File: src/rtl/u8sv_pkg.sv
package u8sv_pkg;

  // byte classes as seen in lead position
  localparam logic [2:0] CLS_ASCII = 3'd0;
  localparam logic [2:0] CLS_ZERO  = 3'd1;
  localparam logic [2:0] CLS_LEAD2 = 3'd2;
  localparam logic [2:0] CLS_LEAD3 = 3'd3;
  localparam logic [2:0] CLS_LEAD4 = 3'd4;
  localparam logic [2:0] CLS_BAD   = 3'd5;

  localparam logic [1:0] MIN_2BYTE = 2'd1;
  localparam logic [1:0] MIN_3BYTE = 2'd2;
  localparam logic [1:0] MIN_4BYTE = 2'd3;

  localparam int QDEPTH = 4;
  localparam int QAW    = $clog2(QDEPTH);
  localparam int QCW    = $clog2(QDEPTH + 1);

  localparam int CPW = 21;

  localparam logic [CPW-1:0] CP_MAX      = 21'h10ffff;
  localparam logic [CPW-1:0] SURR_LO     = 21'h00d800;
  localparam logic [CPW-1:0] SURR_HI     = 21'h00dfff;

  typedef struct packed {
    logic [2:0] cls;
    logic       cont;
    logic [5:0] bits;
    logic       last;
  } item_t;

  function automatic logic [CPW-1:0] class_min(input logic [1:0] minc);
    logic [CPW-1:0] m;
    case (minc)
      MIN_2BYTE: m = 21'h000080;
      MIN_3BYTE: m = 21'h000800;
      default:   m = 21'h010000;
    endcase
    return m;
  endfunction

endpackage

File: src/rtl/u8sv_front.sv
module u8sv_front (
  input  logic           clk,
  input  logic           rst,
  input  logic           push,
  output logic           full,
  input  logic [7:0]     text_byte,
  input  logic           end_of_message,
  output logic           q_valid,
  output u8sv_pkg::item_t q_item,
  input  logic           q_take
);

  u8sv_pkg::item_t                  mem [u8sv_pkg::QDEPTH];
  logic [u8sv_pkg::QAW-1:0]         wr_ptr;
  logic [u8sv_pkg::QAW-1:0]         rd_ptr;
  logic [u8sv_pkg::QCW-1:0]         count;
  u8sv_pkg::item_t                  cls_item;
  logic                             wr_en;

  always_comb begin
    cls_item.cont = (text_byte[7:6] == 2'b10);
    cls_item.bits = text_byte[5:0];
    cls_item.last = end_of_message;
    if (text_byte == 8'h00) begin
      cls_item.cls = u8sv_pkg::CLS_ZERO;
    end else if (!text_byte[7]) begin
      cls_item.cls = u8sv_pkg::CLS_ASCII;
    end else if (text_byte[7:5] == 3'b110) begin
      cls_item.cls = u8sv_pkg::CLS_LEAD2;
    end else if (text_byte[7:4] == 4'b1110) begin
      cls_item.cls = u8sv_pkg::CLS_LEAD3;
    end else if (text_byte[7:3] == 5'b11110) begin
      cls_item.cls = u8sv_pkg::CLS_LEAD4;
    end else begin
      cls_item.cls = u8sv_pkg::CLS_BAD;
    end
  end

  assign full    = (count == u8sv_pkg::QCW'(u8sv_pkg::QDEPTH));
  assign q_valid = (count != '0);
  assign wr_en   = push && !full;
  assign q_item  = mem[rd_ptr];

  always_ff @(posedge clk) begin
    if (wr_en) begin
      mem[wr_ptr] <= cls_item;
    end
  end

  always_ff @(posedge clk) begin
    if (rst) begin
      wr_ptr <= '0;
      rd_ptr <= '0;
      count  <= '0;
    end else begin
      if (wr_en) begin
        wr_ptr <= wr_ptr + 1'b1;
      end
      if (q_take) begin
        rd_ptr <= rd_ptr + 1'b1;
      end
      case ({wr_en, q_take})
        2'b10:   count <= count + 1'b1;
        2'b01:   count <= count - 1'b1;
        default: count <= count;
      endcase
    end
  end

endmodule

File: src/rtl/u8sv_back.sv
module u8sv_back (
  input  logic            clk,
  input  logic            rst,
  input  logic            q_valid,
  input  u8sv_pkg::item_t q_item,
  output logic            q_take,
  output logic            empty,
  input  logic            pop,
  output logic            message_valid
);

  logic [1:0]                 pending, pending_next;
  logic [u8sv_pkg::CPW-1:0]   acc, acc_next;
  logic [1:0]                 minc, minc_next;
  logic                       err, err_next;
  logic                       res_bit;

  // two-entry result queue
  logic [1:0] rq;
  logic       rq_wr_ptr;
  logic       rq_rd_ptr;
  logic [1:0] rq_count;
  logic       rq_pop;
  logic       rq_push;

  assign empty         = (rq_count == 2'd0);
  assign rq_pop        = pop && !empty;
  assign q_take        = q_valid && ((rq_count != 2'd2) || rq_pop);
  assign rq_push       = q_take && q_item.last;
  assign message_valid = rq[rq_rd_ptr];

  always_comb begin
    pending_next = pending;
    acc_next     = acc;
    minc_next    = minc;
    err_next     = err;
    if (pending == 2'd0) begin
      case (q_item.cls)
        u8sv_pkg::CLS_ASCII: ;
        u8sv_pkg::CLS_ZERO:  err_next = 1'b1;
        u8sv_pkg::CLS_LEAD2: begin
          pending_next = 2'd1;
          acc_next     = {16'd0, q_item.bits[4:0]};
          minc_next    = u8sv_pkg::MIN_2BYTE;
        end
        u8sv_pkg::CLS_LEAD3: begin
          pending_next = 2'd2;
          acc_next     = {17'd0, q_item.bits[3:0]};
          minc_next    = u8sv_pkg::MIN_3BYTE;
        end
        u8sv_pkg::CLS_LEAD4: begin
          pending_next = 2'd3;
          acc_next     = {18'd0, q_item.bits[2:0]};
          minc_next    = u8sv_pkg::MIN_4BYTE;
        end
        default: err_next = 1'b1;
      endcase
    end else begin
      if (!q_item.cont) begin
        err_next = 1'b1;
      end
      acc_next     = {acc[u8sv_pkg::CPW-7:0], q_item.bits};
      pending_next = pending - 2'd1;
      // range checks once the sequence is complete
      if (pending_next == 2'd0) begin
        if ((acc_next < u8sv_pkg::class_min(minc)) || (acc_next > u8sv_pkg::CP_MAX) ||
            (acc_next inside {[u8sv_pkg::SURR_LO:u8sv_pkg::SURR_HI]})) begin
          err_next = 1'b1;
        end
      end
    end
    res_bit = !err_next && (pending_next == 2'd0);
  end

  always_ff @(posedge clk) begin
    if (rst) begin
      pending <= '0;
      acc     <= '0;
      minc    <= '0;
      err     <= 1'b0;
    end else if (q_take) begin
      if (q_item.last) begin
        pending <= '0;
        acc     <= '0;
        minc    <= '0;
        err     <= 1'b0;
      end else begin
        pending <= pending_next;
        acc     <= acc_next;
        minc    <= minc_next;
        err     <= err_next;
      end
    end
  end

  always_ff @(posedge clk) begin
    if (rq_push) begin
      rq[rq_wr_ptr] <= res_bit;
    end
  end

  always_ff @(posedge clk) begin
    if (rst) begin
      rq_wr_ptr <= 1'b0;
      rq_rd_ptr <= 1'b0;
      rq_count  <= '0;
    end else begin
      if (rq_push) begin
        rq_wr_ptr <= ~rq_wr_ptr;
      end
      if (rq_pop) begin
        rq_rd_ptr <= ~rq_rd_ptr;
      end
      case ({rq_push, rq_pop})
        2'b10:   rq_count <= rq_count + 2'd1;
        2'b01:   rq_count <= rq_count - 2'd1;
        default: rq_count <= rq_count;
      endcase
    end
  end

endmodule

File: src/rtl/utf8_stream_validator.sv
// Strict UTF-8 checker for byte streams. Push one byte per clock with
// end_of_message high on the final byte; one message_valid result per message
// appears on the result queue, 1 when the message is well-formed UTF-8 with no
// zero byte, no overlong form, no surrogate and nothing above 0x10FFFF. The
// block sustains one byte per clock while the result queue has room: the front
// classifies each byte into a four-entry queue and the back decoder consumes
// one queued byte per cycle. A result enters the result queue when the decoder
// takes the final byte. The input goes full only when the result queue (two
// entries) is not drained and the byte queue fills behind it.
module utf8_stream_validator (
  input  logic       clk,
  input  logic       rst,
  input  logic       push,
  output logic       full,
  input  logic [7:0] text_byte,
  input  logic       end_of_message,
  output logic       empty,
  input  logic       pop,
  output logic       message_valid
);

  logic            q_valid;
  logic            q_take;
  u8sv_pkg::item_t q_item;

  u8sv_front u_front (
    .clk            (clk),
    .rst            (rst),
    .push           (push),
    .full           (full),
    .text_byte      (text_byte),
    .end_of_message (end_of_message),
    .q_valid        (q_valid),
    .q_item         (q_item),
    .q_take         (q_take)
  );

  u8sv_back u_back (
    .clk           (clk),
    .rst           (rst),
    .q_valid       (q_valid),
    .q_item        (q_item),
    .q_take        (q_take),
    .empty         (empty),
    .pop           (pop),
    .message_valid (message_valid)
  );

  a_take_needs_item: assert property (@(posedge clk) disable iff (rst)
    q_take |-> q_valid)
    else $error("decoder took from an empty byte queue");

  a_reset_clears: assert property (@(posedge clk)
    rst |=> (empty && !full))
    else $error("queues not empty after reset");

  a_full_has_item: assert property (@(posedge clk) disable iff (rst)
    full |-> q_valid)
    else $error("byte queue full but nothing offered to decoder");

endmodule

File: config.mk
export PLATFORM = sky130hd
export DESIGN_NAME = utf8_stream_validator
export DESIGN_NICKNAME = d
export VERILOG_FILES = /design/src/rtl/u8sv_pkg.sv /design/src/rtl/u8sv_front.sv /design/src/rtl/u8sv_back.sv /design/src/rtl/utf8_stream_validator.sv
export SDC_FILE = /design/constraint.sdc
export NUM_CORES = 1
export LEC_CHECK = 0
export ABC_CLOCK_PERIOD_IN_PS = 6700
export BUFFER_PORTS_ARGS = -buffer_cell sky130_fd_sc_hd__buf_2
export CORE_MARGIN = 2
export CORE_UTILIZATION = 65
export CTS_CLUSTER_DIAMETER = 100
export DETAILED_ROUTE_END_ITERATION = 12
export PLACE_DENSITY = 0.82
export SETUP_SLACK_MARGIN = 0.15
export SLEW_MARGIN = 10
export SYNTH_ARGS = -nofsm -noshare
export SYNTH_HDL_FRONTEND = slang
export SYNTH_SLANG_ARGS = --single-unit
File: constraint.sdc
create_clock -name clk -period 6.7 [get_ports clk]
set_input_delay 1.34 -clock clk [delete_from_list [all_inputs] [get_ports clk]]
set_output_delay 1.34 -clock clk [all_outputs]
set_load 0.01 [all_outputs]
# After elaboration in Yosys (flattened, before gate mapping)
# Memories as Yosys holds them, arrays and structs flattened. A register that Yosys moved wholly into a read port is not among the register bits.
# Cells that the tools add are included.
# word_totals
ff_bits,33
ram_bits,44
in_bits,13
output_inout_bits,3
elab_cells,105
memories,1
# classes
add_sub_neg,7
order_cmp,7
n_eq_ne,16
mux,34
bitwise,2
reduce_logical,27
# mem_list
name,depth,width,read_ports,rd_ports_with_merged_regs,write_ports,line_no,rtl
u_front.mem,4,11,1,1,1,u8sv_front.sv:13,u8sv_pkg::item_t mem [u8sv_pkg::QDEPTH];
# op_table
op,n
case mux 15 bit (3 select lines),1
2-to-1 mux 21 bit,2
case mux 17 bit (2 select lines),1
2-to-1 mux 15 bit,2
"greater-or-equal comparator 21 x 16 -> 1 bit, second input constant",1
"greater-than comparator 21 bit, second input constant",1
"<= comparator 21 x 16 -> 1 bit, second input constant",1
less-than comparator 21 bit,1
2-to-1 mux 1 bit,12
2-to-1 mux 2 bit,6
2-to-1 mux 3 bit,4
case mux 2 bit (3 select lines),2
"equality test 3 bit, second input constant",3
"equality test 2 bit, second input constant",4
logical NOT 2 bit,4
logical NOT 8 bit,1
logical AND 1 bit,7
"adder 2 x 1 -> 2 bit, second input constant",3
"equality test 2 x 1 -> 1 bit, second input constant",3
"equality test 3 x 2 -> 1 bit, second input constant",2
case mux 3 bit (2 select lines),1
nonzero test 2 bit,3
"equality test 5 bit, second input constant",1
"inequality test 5 x 4 -> 1 bit, second input constant",1
other kinds (19),26

# Logic depth before layout (Yosys ltp)
# Gate-level depths: netlist of run 1.
# depth
depth_word,13
depth_mapped,11

# Cells and area by module
# Synthesis of run 1 repeated with hierarchy kept, for this count alone.
# unflattened
hier_cells,265
area_unflattened_um2,3422.0
# modules_own_cells
mod,instances,cells_per_inst,area_each_um2,seq_area_each_um2
u8sv_front,1,118,2103.3,1501.4
u8sv_back,1,147,1318.8,540.5

# Worst setup path after synthesis of run 1
# OpenSTA, ideal clock, no wires.
# synth_timing
path_kind,input port to flip-flop
from,input pop
to,register u_front.count[2] (netlist name)
setup_ns,0.070
arrival_ns,3.157
required_ns,6.630
path_slack_ns,3.472
stages,10
path_buffers,1
cell_sequence,nor2_1 -> a21o_1 -> inv_1 -> clkbuf_1 -> ha_1 -> inv_1 -> fa_1 -> xor2_1 -> or3_1 -> a21oi_1
# synth_via
elab_chain_len,5
# synth_lines
element,line_no,rtl
from (decl),utf8_stream_validator.sv:18,"input logic pop,"
logical AND 1 bit *,u8sv_back.sv:27,assign rq_pop = pop && !empty;
logical OR 1 bit *,u8sv_back.sv:28,assign q_take = q_valid && ((rq_count != 2'd2) || rq_pop);
logical AND 1 bit *,u8sv_back.sv:28,
via q_take,utf8_stream_validator.sv:23,logic q_take;
equality test 2 x 1 -> 1 bit / equality test 2 bit (equally long branches),u8sv_front.sv:62,"case ({wr_en, q_take})"
case mux 3 bit (2 select lines) / nonzero test 2 bit (equally long branches),-,
to (signal assigned),u8sv_front.sv:63,2'b10: count <= count + 1'b1;
to (signal assigned),u8sv_front.sv:64,2'b01: count <= count - 1'b1;
to (signal assigned),u8sv_front.sv:65,default: count <= count;
to (decl),u8sv_front.sv:16,logic [u8sv_pkg::QCW-1:0] count;
# Mark *: on every way through the listed nets, which the timed path passes. The rest lies on a longest branch.
# A chain may end at the register's enable or synchronous reset.

# Worst setup path after layout of run 1
# layout_timing
from,input pop
to,register u_front.count[2] (netlist name)
# layout_via
elab_chain_len,5
# layout_lines
element,line_no
logical AND 1 bit *,u8sv_back.sv:27
logical OR 1 bit *,u8sv_back.sv:28
logical AND 1 bit *,u8sv_back.sv:28
equality test 2 x 1 -> 1 bit / equality test 2 bit (equally long branches),u8sv_front.sv:62
case mux 3 bit (2 select lines) / nonzero test 2 bit (equally long branches),-
# Every way passes the cells marked *; elsewhere a longest branch is shown, timed or not.

==> flow_summary.toml, run 1 <==
[worst_hold_path]
min_path_cells = 2
holdCritPathClass = "flip-flop to flip-flop"
hp-start = "u_back.acc[13]"
whs_endpoint = "u_back.acc[13]"

[worst_setup_path]
worstSetupEndpointType = "flip-flop"
crit_path_max_incr_delay_ns = 0.37
path_class = "input pin to flip-flop"
crit_top_cell = "inv_1"
path_max_fanout = 13
rr_worst_depth = 5
path_buf_inv = 3
worst_ep_arrival_time_ns = 3.27
worstReg2RegEnd = "u_back.acc[3]"
critPathSlowestCell = "fa_1"
crit_start = "pop"
cp_cell_sequence = "buf_2, nor2_1, a21o_1, inv_1, ha_1, inv_1, fa_1, xor2_1, or3_1, a21oi_1"
cp-start-kind = "input pin"
cpLargestDelayFamily = "adder cells"
rrSetupSlack_ns = 3.73
required_ns = 6.99

[routing]
drtPass1Iterations = 4
drt.antenna.violating_nets = 0
drt-initial-drc-count = 159
via_count = 2066
wirelength_um = 5461
drc = 0
wl_per_cell_um = 15.21
vias_per_cell = 5.755

[logic_synthesis]
synth_area_per_cell_sq_um = 12.74
ys_ff_latch = 79
ys_seq_area_frac = 0.5958
synth_edf_count = 46
synthDistinctLibCells = 46
yosysMostFrequentCell = "edfxtp_1"
netlist_area_sq_um = 3427
netlist_instances = 269
synth_top_area_share = 0.4031
syn-num-nets = 293
yosys_most_used_dff = "edfxtp_1"
yosys_warnings = 0
async_flop_share = 0
synth_common_cells = "edfxtp_1, dfxtp_1, nor2_1, inv_1"
yosys.area.top_type = "edfxtp_1"
synth.area.top_cells = "edfxtp_1, dfxtp_1, mux4_2"

[flow_run]
drv_cap = 0

[global_routing]
gr-total-overflow = 0
grt_pass1_vias = 1995
grt_max_degree = 34
grtUsageTotal = 0.2103
antenna_found_initial = 0
grt_pass1_wl_um = 9390

[finish]
drive_above_1_share = 0.1730
fin_nets = 308
n_antenna_cell = 0
post-route-util = 0.7286
areaGrowthSynthToFinish_pct = 8.580
stdcell_count = 359

[sta]
max_slew_margin = 0.5146
fmax_mhz = 335.5
clock_skew_ns = 0.006367
min_period_ns = 2.981
finalSetupViolCount = 0
rsz0062_at_grt = "no"
drv_slew = 0
setup_tns_ns = 0
min_period_over_period = 0.4449
timing_hold_violations_final = 0
holdWs_ns = 0.4685
fin_ws_ns = 3.719
worstMarginPinSlew_ns = 0.7281

[power_and_ir_drop]
p_int_uw = 989.6
p_comb_frac = 0.327
leakage_uw = 0.001330
p_sw_uw = 528.3
p_clk_frac = 0.233
power_density_nw_per_um2 = 407.9
peakVddDrop_mv = 0.2385
p_sw_frac = 0.3481
p_seq_frac = 0.440

[cts]
cts_tree = "yes"
cts_made_buffers = 9
cts_setup_buffers = 0
clk_latency_ns = 0.35
htree_levels = 3
cts_hold_buf = 0
cts_buffer_depth = 2
numClockSinks = 79
clock-root-buffer = "clkbuf_8"
clk_pin_slew_ns = 0.08
cts_resized = 0

[floorplanning]
start_util = 0.6710
dieWidth_um = 76.61
die_area_sq_um = 5869
fp.coreArea_sq_um = 5107
ios = 16
die_y_um = 76.61
rows = 26

[placed_design]
dp_hpwl_um = 3625
port_buffers = 15
post-place-ws_ns = 3.360
dp.cells = 343
place_congestion = 0.7807

[outcome]
status = "finished clean"
[final cells by class]
cell class                 instances  area, sq um
sequential                        79         2042
fill                             333         1386
tap                               70        87.58
timing repair buffer              15        75.07
inverter                          13        48.80
clock buffer                       9        123.9
multi-input combinational        166         1265
clock inverter                     7        78.83
[logic make-up after synthesis]
group,after synthesis,synth area share
DFF,79,0.5958
AOI/OAI and AO/OA,48,0.09091
muxes,13,0.07850
buffers and inverters,24,0.03505
xor gates and xnor gates,10,0.02556
and+or+nand+nor,84,0.1318
adders and majority gates,11,0.04235
[worst register-to-register path, stage by stage (launching register included)]
cell,delay (ns)
dfxtp_1,0.78
mux4_2,0.66
nor3b_2,0.46
o41a_1,0.67
nor3b_1,0.11
a31o_1,0.20
[layer usage]
metal / track usage / part of all wire
met1: 0.2769 / 0.45
met4: 0.09273 / 0.020
met5: 0 / 0
met2: 0.3301 / 0.49
met3: 0.05806 / 0.041
[how the worst max path moves through the flow]
stage                            end  slack [ns]  cells past startpoint
finish              u_front.count[2]        3.72                     10
global route           u_back.acc[3]        3.41                      5
CTS                    u_back.acc[3]        3.66                      5
detailed placement  u_front.count[2]        3.36                     10
global placement    u_front.count[2]        3.42                     10
floorplan           u_front.count[2]        3.47                     10
[through the flow]
stage | total power [uW] | cell area, sq um
floorplan | 1107 | 3427
global placement | 1159 | 3518
detailed placement | 1177 | 3518
CTS | 1530 | 3721
global route | 1622 | 3721
finish | 1518 | 3721
[power by group through the flow]
stage / clock network (uW) / registers [uW] / logic [uW]
final: 354 / 668 / 496
after global routing: 383 / 682 / 557
after CTS: 361 / 671 / 499
after detailed placement: 0 / 681 / 496
after global placement: 0 / 678 / 481
after floorplan: 0 / 644 / 463
[cell usage in the layout (no fill, tap or decap), types with 4 or more instances in the layout]
cell / instances
edfxtp_1: 46
dfxtp_1: 33
clkbuf_8: 9
mux4_2: 11
ha_1: 10
buf_2: 15
o21ai_1: 10
a21oi_1: 10
or3_1: 4
o21ai_0: 9
nor2_1: 26
nand3_1: 11
nand2b_1: 10
nand2_1: 4
inv_1: 13
xnor2_1: 5
and2_1: 4
xor2_1: 5
nor2b_1: 6
[sequential cells by signal, indices dropped and copies added (netlist names), named ones only]
signal and flops:
u_back.pending 2, u_front.mem 44, u_back.rq_wr_ptr 1, u_back.rq_count 2
u_back.rq_rd_ptr 1, u_back.acc 15, u_back.err 1, u_back.rq 2
u_back.minc 2, u_front.rd_ptr 2, u_front.wr_ptr 2, u_front.count 3
(Power assumes the default switching activity.)
==> run 2: changes to the inputs <==
--- a/config.mk
+++ b/config.mk
@@ -5,13 +5,13 @@
 export SDC_FILE = /design/constraint.sdc
 export NUM_CORES = 1
 export LEC_CHECK = 0
-export ABC_CLOCK_PERIOD_IN_PS = 6700
+export ABC_CLOCK_PERIOD_IN_PS = 2900
 export BUFFER_PORTS_ARGS = -buffer_cell sky130_fd_sc_hd__buf_2
 export CORE_MARGIN = 2
-export CORE_UTILIZATION = 65
+export CORE_UTILIZATION = 60
 export CTS_CLUSTER_DIAMETER = 100
 export DETAILED_ROUTE_END_ITERATION = 12
-export PLACE_DENSITY = 0.82
+export PLACE_DENSITY = 0.76
 export SETUP_SLACK_MARGIN = 0.15
 export SLEW_MARGIN = 10
 export SYNTH_ARGS = -nofsm -noshare
==> constraint.sdc (replaced) <==
create_clock -name clk -period 2.9 [get_ports clk]
set_input_delay 0.58 -clock clk [delete_from_list [all_inputs] [get_ports clk]]
set_output_delay 0.58 -clock clk [all_outputs]
set_load 0.01 [all_outputs]
==> flow_summary.toml, run 2 (synthesis gave the netlist of run 1 again) <==
[outcome]
status = "finished clean"

[finish]
final_cell_mix = "edfxtp_1, dfxtp_1, nor2_1, buf_2, inv_1"
design_area_sq_um = 3740
largest_reg_flops = 44
reg.largest.list = "u_front.mem x44, u_back.acc x15, u_front.count x3"
n_antenna_cell = 0
areaGrowthSynthToFinish_pct = 9.128
layout_commonest_cell = "edfxtp_1"
drive_above_1_share = 0.1831
fin_nets = 314
post-route-util = 0.6792
regMostFlops = "u_front.mem"

[floorplanning]
dieWidth_um = 79.58
die_area_sq_um = 6332
start_util = 0.6224
fp.coreArea_sq_um = 5507
die_y_um = 79.58
rows = 27
ios = 16

[worst_setup_path]
worstSetupEndpointType = "flip-flop"
path_max_fanout = 16
worstReg2RegEnd = "u_back.acc[11]"
rr_worst_depth = 6
required_ns = 3.18
path_class = "flip-flop to flip-flop"
rrSetupSlack_ns = 0.49
worst_ep_arrival_time_ns = 2.69
endpoint = "u_back.acc[11]"
cp-start-kind = "flip-flop"

[power_and_ir_drop]
leakage_uw = 0.001352
finalPower_uw = 3486
peakVddDrop_mv = 0.5005
power_density_nw_per_um2 = 932.2

[routing]
drt-met1-wl_um = 2547
drc = 0
drt-initial-drc-count = 132
met2_length_um = 2878
wl_per_cell_um = 15.49
vias_per_cell = 5.681
wl_met3_um = 212
dr.max_layer_used = "met4"
wirelength_um = 5686
via_count = 2085
drt.antenna.violating_nets = 0
drtPass1Iterations = 5

[sta]
rsz0062_at_grt = "no"
setup_tns_ns = 0
holdWs_ns = 0.4485
clock_skew_ns = 0.009742
worstMarginPinSlew_ns = 0.5870
min_period_ns = 2.410
timing_hold_violations_final = 0
min_period_over_period = 0.8309
finalSetupViolCount = 0
max_slew_margin = 0.6072
fmax_mhz = 415.0
drv_slew = 0

[worst_hold_path]
holdCritPathClass = "input pin to flip-flop"
min_path_cells = 1

[cts]
cts_buffer_depth = 2
cts_made_buffers = 9
cts_hold_buf = 0
cts_setup_buffers = 0
clk_pin_slew_ns = 0.08
clk_latency_ns = 0.35
cts_resized = 0
htree_levels = 3
cts_tree = "yes"
clock-root-buffer = "clkbuf_8"
numClockSinks = 79

[flow_run]
drv_cap = 0

[placed_design]
dpl_cell_area_sq_um = 3566
dp_hpwl_um = 3999
place_congestion = 0.7501
port_buffers = 15

[global_routing]
antenna_found_initial = 0
gr-total-overflow = 0
grtUsageTotal = 0.2054
grt_pass1_vias = 1957
grt_pass1_wl_um = 9542
grt_max_degree = 33
-- run 2: stage by stage --
stage | setup slack (ns) | instances
after detailed placement | 0.4791 | 351
after global placement | 0.5769 | 351
after CTS | 0.4632 | 367
final | 0.4904 | 367
after global routing | 0.2060 | 367
after floorplan | 0.4322 | 269
-- run 2: report_power, final --
part	switching [uW]	leakage [uW]	internal, uW	total, uW
Clock	398	0.0000841	319	717
Sequential	127	0.000693	1390	1510
Combinational	704	0.000574	551	1260
Total	1230	0.00135	2260	3490
-- run 2: how the worst min path moves through the flow --
stage / startpoint / to / slack (ns)
floorplan: u_back.acc[13] / u_back.acc[13] / 0.44
global placement: u_back.acc[11] / u_back.acc[11] / 0.46
detailed placement: u_back.acc[13] / u_back.acc[13] / 0.46
CTS: end_of_message / u_front.mem[2][0] / 0.43
global route: end_of_message / u_front.mem[1][0] / 0.43
finish: end_of_message / u_front.mem[2][0] / 0.45
-- run 2: routing by layer --
metal / vias up / track usage
li1: 1031 / -
met1: 1013 / 0.2740
met2: 35 / 0.3160
met5: - / 0
met4: 0 / 0.07931
met3: 6 / 0.06561
-- run 2: worst max-delay path, stage by stage, from the launching register on --
cell and delay [ns]:
dfxtp_1 0.51, mux4_2 0.61, nor3b_2 0.46, o41a_1 0.33, buf_4 0.25, nand3_1 0.10
o21ai_1 0.10
-- run 2: layout make-up --
| type | instances | area (sq um) |
|---|---|---|
| sequential | 79 | 2042 |
| inverter | 13 | 48.80 |
| clock inverter | 5 | 42.54 |
| tap | 72 | 90.09 |
| multi-input combinational | 166 | 1265 |
| fill | 406 | 1767 |
| clock buffer | 11 | 131.4 |
| timing repair buffer | 21 | 120.1 |
==> run 3: changes to the inputs <==
--- a/config.mk
+++ b/config.mk
@@ -5,7 +5,7 @@
 export SDC_FILE = /design/constraint.sdc
 export NUM_CORES = 1
 export LEC_CHECK = 0
-export ABC_CLOCK_PERIOD_IN_PS = 2900
+export ABC_CLOCK_PERIOD_IN_PS = 2270
 export BUFFER_PORTS_ARGS = -buffer_cell sky130_fd_sc_hd__buf_2
 export CORE_MARGIN = 2
 export CORE_UTILIZATION = 60
==> constraint.sdc (replaced) <==
create_clock -name clk -period 2.27 [get_ports clk]
set_input_delay 0.454 -clock clk [delete_from_list [all_inputs] [get_ports clk]]
set_output_delay 0.454 -clock clk [all_outputs]
set_load 0.01 [all_outputs]
==> flow_summary.toml, run 3 (synthesis gave the netlist of run 1 again) <==
[finish]
final_cell_mix = "edfxtp_1, dfxtp_1, nor2_1, buf_4, buf_2"
fillers = 376
areaGrowthSynthToFinish_pct = 14.09
regMostFlops = "u_front.mem"
largest_reg_flops = 44
stdcell_count = 382
reg.largest.list = "u_front.mem x44, u_back.acc x15, u_front.count x3"
post-route-util = 0.7101
n_antenna_cell = 0
layout_commonest_cell = "edfxtp_1"
fin_nets = 329
drive_above_1_share = 0.2548
design_area_sq_um = 3910

[sta]
min_period_ns = 2.042
timing_hold_violations_final = 0
rsz0062_at_grt = "yes"
holdWs_ns = 0.3292
max_slew_margin = 0.7460
worstMarginPinSlew_ns = 0.3810
min_period_over_period = 0.8995
fmax_mhz = 489.7
finalSetupViolCount = 0
clock_skew_ns = 0.008287
setup_tns_ns = 0
drv_slew = 0

[floorplanning]
die_area_sq_um = 6332
die_y_um = 79.58
fp.coreArea_sq_um = 5507
start_util = 0.6224
ios = 16
dieWidth_um = 79.58
rows = 27

[routing]
via_count = 2150
drc = 0
wl_per_cell_um = 15.47
wirelength_um = 5910
drtPass1Iterations = 6
vias_per_cell = 5.628
drt.antenna.violating_nets = 0
drt-initial-drc-count = 95

[power_and_ir_drop]
leakage_uw = 0.001443
p_seq_frac = 0.403
p_clk_frac = 0.218
p_sw_frac = 0.3455
peakVddDrop_mv = 0.6124
p_sw_uw = 1665
p_int_uw = 3156
power_density_nw_per_um2 = 1233
p_comb_frac = 0.379

[placed_design]
port_buffers = 15
place_congestion = 0.7741
dp.cells = 362
dp_hpwl_um = 3956
dpl_cell_area_sq_um = 3650

[cts]
cts_buffer_depth = 2
clk_latency_ns = 0.35
htree_levels = 3
numClockSinks = 79
clk_pin_slew_ns = 0.08
cts_hold_buf = 0
cts_tree = "yes"
clock-root-buffer = "clkbuf_8"
cts_made_buffers = 9

[worst_setup_path]
worst_ep_arrival_time_ns = 2.28
required_ns = 2.51
worstSetupEndpointType = "flip-flop"
cp-start-kind = "flip-flop"
path_class = "flip-flop to flip-flop"
path_max_fanout = 16

[global_routing]
grt_pass1_wl_um = 9846
gr-total-overflow = 0
grtUsageTotal = 0.2111
grt_max_degree = 33
antenna_found_initial = 0
grt_pass1_vias = 2101

[flow_run]
drv_cap = 0

[worst_hold_path]
holdCritPathClass = "input pin to flip-flop"

[outcome]
status = "finished clean"
## run 3: cell types whose count changed in the layout (fill, tap and decap cells not counted), sizes merged
| cell | before | now |
|---|---|---|
| buf | 21 | 36 |
| bufinv | 0 | 1 |
| clkbuf | 11 | 9 |
| clkinv | 3 | 2 |
| clkinvlp | 1 | 2 |
| inv | 14 | 15 |
## run 3: final timing paths
kind                                     start                end  slack [ns]  cells after the start
worst max register to register       flip-flop     u_back.acc[10]        0.23                      6
worst max-delay path                 flip-flop     u_back.acc[10]        0.23                      6
worst min-delay path              text_byte[1]  u_front.mem[2][2]        0.33                      1
worst min register to register  u_back.acc[12]     u_back.acc[12]        0.46                      2
## run 3: layout make-up
cell class | instances | area, sq um | share of cell area
timing repair buffer | 36 | 232.7 | 0.05952
tap | 72 | 90.09 | 0.02304
clock buffer | 9 | 123.9 | 0.03168
multi-input combinational | 166 | 1286 | 0.3290
sequential | 79 | 2048 | 0.5238
inverter | 13 | 48.80 | 0.01248
clock inverter | 7 | 80.08 | 0.02048
## run 3: power by group through the flow
stage / clock network [uW] / registers, uW / logic, uW
2_1_floorplan: 0 / 1900 / 1410
4_1_cts: 1070 / 1940 / 1760
3_5_place_dp: 0 / 1960 / 1710
5_1_grt: 1130 / 1980 / 2030
3_3_place_gp: 0 / 1950 / 1670
6_report: 1050 / 1940 / 1830
## run 3: per-stage QoR
step | setup WS [ns] | total power [uW]
6_report | 0.2281 | 4821
5_1_grt | 0.1140 | 5142
4_1_cts | 0.1714 | 4765
3_5_place_dp | 0.1398 | 3671
3_3_place_gp | 0.1803 | 3621
2_1_floorplan | 0.1428 | 3314
## run 3: critical path, cell delays in order (launching register included)
cell and delay (ns):
dfxtp_4 0.41, mux4_2 0.56, nor2b_4 0.16, o41a_1 0.42
buf_4 0.21, nand3_1 0.10, o21ai_1 0.07
## run 3: repair_timing
action / CTS / global route
endpoints found under the hold margin: 0 / 0
setup endpoints to repair: 2 / 19
pin swaps: 0 / 0
gates resized for setup: 1 / 7
buffers inserted: 0 / 4
## run 3: layer usage
layer	vias up	track usage	part of all wire
met5	-	0	0
met3	9	0.03733	0.032
met2	37	0.3613	0.51
met1	1040	0.2605	0.44
li1	1064	-	-
met4	0	0.09828	0.017
